===== config.mk =====
export PLATFORM = sky130hd
export DESIGN_NAME = rsqrt_estimate_normal_mantissa
export DESIGN_NICKNAME = d
export VERILOG_FILES = /design/src/rtl/core/rse_pkg.sv /design/src/rtl/core/rse_interp.sv /design/src/rtl/core/rse_norm.sv /design/src/rtl/core/rsqrt_estimate_normal_mantissa.sv
export VERILOG_INCLUDE_DIRS = /design/src /design/src/rtl/core
export SDC_FILE = /design/constraint.sdc
export NUM_CORES = 1
export LEC_CHECK = 0
export BUFFER_PORTS_ARGS = -buffer_cell sky130_fd_sc_hd__buf_2
export CORE_UTILIZATION = 35
export CTS_CLUSTER_SIZE = 40
export DETAILED_ROUTE_END_ITERATION = 10
export MAX_ROUTING_LAYER = met4
export PLACE_DENSITY = 0.47
export SETUP_SLACK_MARGIN = 0.5
export SLEW_MARGIN = 5
export SYNTH_ARGS = -nofsm -noshare
export SYNTH_HDL_FRONTEND = slang
export SYNTH_HIERARCHICAL = 1
export SYNTH_SLANG_ARGS = --single-unit

===== constraint.sdc =====
create_clock -name clk -period 14.55 [get_ports clk]
set_input_delay 2.1825 -clock clk [delete_from_list [all_inputs] [get_ports clk]]
set_output_delay 2.1825 -clock clk [all_outputs]
set_load 0.03 [all_outputs]

===== src/rtl/core/rsqrt_estimate_normal_mantissa_macros.svh =====
// assertion macros for the rsqrt estimate rtl
// expects signals clk and rst_n in the scope of each use
`ifndef RSQRT_ESTIMATE_NORMAL_MANTISSA_MACROS_SVH
`define RSQRT_ESTIMATE_NORMAL_MANTISSA_MACROS_SVH

// same-cycle implication, disabled during reset
`define RSE_ASSERT_NOW(lbl, ante, cons, msg) \
    lbl: assert property (@(posedge clk) disable iff (!rst_n) (ante) |-> (cons)) \
        else $error(msg);

// next-cycle implication, disabled during reset
`define RSE_ASSERT_NEXT(lbl, ante, cons, msg) \
    lbl: assert property (@(posedge clk) disable iff (!rst_n) (ante) |=> (cons)) \
        else $error(msg);

`endif


===== src/rtl/core/rse_pkg.sv =====
// types, constants and coefficient rom for the rsqrt estimate block
// no dependencies
`timescale 1ns / 1ps

package rse_pkg;

    // raw interpolated estimate, only bits 25:0 ever reach the result
    typedef logic [25:0] est_t;

    // one rom word: slope in the high half, base in the low half
    typedef struct packed {
        logic [15:0] slope;
        logic [15:0] base;
    } coef_t;

    localparam logic [8:0]  EXP_BIAS  = 9'd127;
    localparam logic [24:0] ROUND_INC = 25'd4;

    // fixed 32-entry coefficient rom, index is {exponent parity, mantissa[22:19]}
    function automatic coef_t rse_coef(input logic [4:0] idx);
        logic [31:0] word;
        begin
            case (idx)
                5'd0:    word = 32'h0568B4FD;
                5'd1:    word = 32'h04F3AF97;
                5'd2:    word = 32'h048DAAA5;
                5'd3:    word = 32'h0435A618;
                5'd4:    word = 32'h03E7A1E4;
                5'd5:    word = 32'h03A29DFE;
                5'd6:    word = 32'h03659A5C;
                5'd7:    word = 32'h032E96F8;
                5'd8:    word = 32'h02FC93CA;
                5'd9:    word = 32'h02D090CE;
                5'd10:   word = 32'h02A88DFE;
                5'd11:   word = 32'h02838B57;
                5'd12:   word = 32'h026188D4;
                5'd13:   word = 32'h02438673;
                5'd14:   word = 32'h02268431;
                5'd15:   word = 32'h020B820B;
                5'd16:   word = 32'h03D27FFA;
                5'd17:   word = 32'h03807C29;
                5'd18:   word = 32'h033878AA;
                5'd19:   word = 32'h02F97572;
                5'd20:   word = 32'h02C27279;
                5'd21:   word = 32'h02926FB7;
                5'd22:   word = 32'h02666D26;
                5'd23:   word = 32'h023F6AC0;
                5'd24:   word = 32'h021D6881;
                5'd25:   word = 32'h01FD6665;
                5'd26:   word = 32'h01E16468;
                5'd27:   word = 32'h01C76287;
                5'd28:   word = 32'h01AF60C1;
                5'd29:   word = 32'h01995F12;
                5'd30:   word = 32'h01855D79;
                5'd31:   word = 32'h01735BF4;
                default: word = 32'h01735BF4;
            endcase
            return coef_t'(word);
        end
    endfunction

endpackage


===== src/rtl/core/rse_interp.sv =====
// coefficient lookup and linear interpolation of the mantissa estimate
// depends on rse_pkg
`timescale 1ns / 1ps

module rse_interp
    import rse_pkg::*;
(
    input  logic [31:0] float_bits,
    output est_t        est
);

    coef_t       coef;
    logic [4:0]  rom_idx;
    logic [9:0]  frac;
    logic [25:0] base_sh;
    logic [25:0] prod;

    // rom index from exponent parity and top mantissa bits
    assign rom_idx = {float_bits[23], float_bits[22:19]};
    assign coef    = rse_coef(rom_idx);
    assign frac    = float_bits[18:9];

    // base scaled by 2^10 minus fraction times slope, wrapping in 26 bits
    assign base_sh = {coef.base, 10'b0};
    assign prod    = {16'b0, frac} * {10'b0, coef.slope};
    assign est     = base_sh - prod;

endmodule


===== src/rtl/core/rse_norm.sv =====
// normalize, round and pack the estimate into a single-precision word
// depends on rse_pkg
`timescale 1ns / 1ps

module rse_norm
    import rse_pkg::*;
(
    input  est_t        est,
    output logic [31:0] estimate_bits
);

    logic [4:0]  lz;
    logic [4:0]  sh;
    logic [24:0] norm;
    logic [24:0] rnd;
    logic [8:0]  expo;

    // leading zeros of bits 24:0, 25 when all clear
    always_comb
    begin
        lz = 5'd25;
        for (int i = 0; i < 25; i++)
        begin
            if (est[i])
            begin
                lz = 5'(24 - i);
            end
        end
    end

    // shift so the leading one lands above bit 24, exponent drops to match
    always_comb
    begin
        sh = lz + 5'd1;
        if (est[25])
        begin
            norm = est[24:0];
            expo = EXP_BIAS;
        end
        else
        begin
            norm = est[24:0] << sh;
            expo = EXP_BIAS - {4'b0, sh};
        end
    end

    // round up on bit 1 with bit 0 or bit 2 set, carry out of bit 24 is dropped
    always_comb
    begin
        if (norm[1] && (norm[0] || norm[2]))
        begin
            rnd = norm + ROUND_INC;
        end
        else
        begin
            rnd = norm;
        end
    end

    assign estimate_bits = {expo, rnd[24:2]};

endmodule


===== src/rtl/core/rsqrt_estimate_normal_mantissa.sv =====
// An input transfer is registered in the operand register, its estimate in
// the result register. Throughput: one transfer per cycle while out_stall is
// low; the datapath is one pass of rom lookup, 10x16 multiply, subtract,
// leading-zero normalize and round between the two registers.
// Reset: asynchronous, clears the two stage valid flags; no other state is reset.
`timescale 1ns / 1ps
`include "rsqrt_estimate_normal_mantissa_macros.svh"

module rsqrt_estimate_normal_mantissa
    import rse_pkg::*;
(
    input  logic        clk,
    input  logic        rst_n,
    input  logic        in_valid,
    output logic        in_stall,
    input  logic [31:0] float_bits,
    output logic        out_valid,
    input  logic        out_stall,
    output logic [31:0] estimate_bits
);

    logic        op_valid_reg;
    logic        op_valid_next;
    logic [31:0] operand_reg;
    logic        res_valid_reg;
    logic        res_valid_next;
    logic [31:0] result_reg;
    est_t        est;
    logic [31:0] result_comb;
    logic        res_load;
    logic        op_load;

    // stage enables: result stage moves when empty or drained
    assign res_load = !res_valid_reg || !out_stall;
    assign op_load  = !op_valid_reg || res_load;
    assign in_stall = !op_load;

    assign op_valid_next  = op_load ? in_valid : op_valid_reg;
    assign res_valid_next = res_load ? op_valid_reg : res_valid_reg;

    // datapath between operand and result registers
    rse_interp u_interp (
        .float_bits (operand_reg),
        .est        (est)
    );

    rse_norm u_norm (
        .est           (est),
        .estimate_bits (result_comb)
    );

    // control state
    always_ff @(posedge clk or negedge rst_n)
    begin
        if (!rst_n)
        begin
            op_valid_reg  <= 1'b0;
            res_valid_reg <= 1'b0;
        end
        else
        begin
            op_valid_reg  <= op_valid_next;
            res_valid_reg <= res_valid_next;
        end
    end

    // payload registers
    always_ff @(posedge clk)
    begin
        if (op_load && in_valid)
        begin
            operand_reg <= float_bits;
        end
        if (res_load && op_valid_reg)
        begin
            result_reg <= result_comb;
        end
    end

    assign out_valid     = res_valid_reg;
    assign estimate_bits = result_reg;

    // checks
    `RSE_ASSERT_NOW(a_stall_only_full, in_stall, op_valid_reg && res_valid_reg && out_stall, "input stalled while pipeline has room")
    `RSE_ASSERT_NEXT(a_accept_fills, in_valid && !in_stall, op_valid_reg, "accepted transfer did not reach operand stage")
    `RSE_ASSERT_NEXT(a_advance_fills, op_valid_reg && res_load, out_valid, "operand stage advanced but no result valid")
    `RSE_ASSERT_NOW(a_exp_range, out_valid, (estimate_bits[31:23] <= EXP_BIAS) && (estimate_bits[31:23] >= 9'd101), "result exponent out of range")

endmodule


==> metrics.txt <==
FP Rows=62; WP data required=14620 ps; first-pass detailed-route iteration total=6; Multi-input gate area=0.00789 mm2; slowest stage delay, CP=1080 ps; worst slew pin tran=1230 ps; worst reg2reg setup slack=1630 ps; worst-path maximum fanout=16; Yosys warnings=6; Max-slew headroom=0.169; hold crit path type=register to register; most frequent CP cell=inv_1; routed wire length=30.1 mm; Final GP Congestion=0.910; max reg flops=32; Initial Util=0.357; Slew Limit Fails=0; share of cells above drive strength 1=0.135; worst r2r src=operand_reg[20]; Root Driver=clkbuf_16; FF-to-FF path depth=40; CP delay by family, top=adder cells; Post-CTS Resized=0; Layout Cells excl Fill=1624; first-pass GRT wire length=49.4 mm; largest net degree at the start of global routing=62; CTS Sinks=49; H-tree depth=2; Num CTS Buffers=5; RSZ-0062 raised after global routing=no; worst-skew pair later-pin latency=340 ps; Chip Width=174 um; Worst setup EP type=register; crit path to=estimate_bits[19]; postcts setup bufs=0; Worst Setup SP=operand_reg[20]; WL per Instance=18.5 um; PortBufs=52; critical path's slowest cell=o311ai_0; dpl hpwl=23.4 mm; Worst Path Arrival=13000 ps; CTS tree=done; outcome=complete, no violations; Iteration-0 DRC Markers=570; Crit Path Category=register to register; GRT Total Usage=0.214; I/O pin count=70; Reg clk slew, reported paths=80 ps; full die area=0.0302 mm2; Max Root-Sink Buffers=2; final worst path period share=0.888; Cells after DPL=1616; Mapped Area=0.0103 mm2; Post-DRT Antenna Nets=0; n_diodes=0; CP bufs+invs=8; Core ar.=0.0289 mm2; number of global-route vias before repair=8996; final hold viol count=0; fmax=77.4 MHz; DRC=0; Crit path depth=40; DR vias=9091; Overflow after GRT=0; Gate Count Post-Synth=1232; post-layout min period=12920 ps; Syn-to-layout area delta=6.81%; clock skew=12.3 ps; Setup Total Neg Slack=0 ps; vias per inst=5.60; layout net count=1434; Crit Reg-Reg Endpoint=estimate_bits[19]; Worst setup SP type=register; die height=174 um; FILL cells=3062; Mean Syn Cell Area=8.37 um2; maxcap violations=0; FF+latch area=0.00146 mm2; setup violators final=0; initial antenna violation count=0; # hold bufs at CTS=0
-- per-layer routing --
layer | vias to the layer above | GRT usage | routed length, um
li1 | 4308 | - | -
met1 | 4490 | 0.279 | 13900
met2 | 255 | 0.331 | 13700
met3 | 38 | 0.0465 | 1760
met4 | 0 | 0.0607 | 706
met5 | - | - | 0
-- worst reg2reg max path, delay by kind of cell (launching register included) --
family,cells,cell delay (ps)
adders and majority gates,8,3900
and+or+nand+nor,13,3540
AOI/OAI and AO/OA,10,3320
buffers and inverters,8,1000
DFF,1,730
xor gates and xnor gates,1,140
-- worst min-delay path by stage --
stage            startpoint   endpoint  cells after the start
2_1_floorplan  op_valid_reg  out_valid                      1
3_3_place_gp   op_valid_reg  out_valid                      1
3_5_place_dp   op_valid_reg  out_valid                      1
4_1_cts        op_valid_reg  out_valid                      1
5_1_grt        op_valid_reg  out_valid                      1
6_report       op_valid_reg  out_valid                      1
-- placed cells by master, fill, tap and decap left out, types with 8 or more instances in the layout --
| cell type | instances |
|---|---|
| o21ai_0 | 51 |
| nand2b_1 | 18 |
| mux2i_1 | 15 |
| edfxtp_1 | 47 |
| a21o_1 | 12 |
| buf_4 | 28 |
| o22ai_1 | 8 |
| xor2_1 | 15 |
| nand3_1 | 25 |
| nor3_1 | 29 |
| nand2_1 | 125 |
| a21oi_1 | 71 |
| xnor2_1 | 23 |
| fa_1 | 84 |
| and2_1 | 66 |
| nor2_1 | 69 |
| ha_1 | 75 |
| o211ai_1 | 10 |
| buf_2 | 52 |
| inv_1 | 148 |
| a211oi_1 | 23 |
| and3_1 | 8 |
| nor2b_1 | 12 |
| a31oi_1 | 13 |
| a22oi_1 | 8 |
-- stage by stage --
step	instance area (um2)	setup slack, ps	hold WS, ps	utilization
after detailed placement	10900	1720	508	0.376
after CTS	11000	1680	530	0.382
after global routing	11000	903	549	0.382
final	11000	1630	521	0.382
after floorplan	10300	3870	467	-
after global placement	10900	1720	483	0.376
-- area by class of cell --
class,instances,area share
clock buffer,5,0.0114
clock inverter,3,0.00239
inverter,149,0.0508
multi-input combinational,954,0.716
sequential,49,0.133
tap,384,0.0436
timing repair buffer,80,0.0427
Power is not shown: default switching activity piles up to over one toggle a cycle in this logic, so the estimate is an artifact.
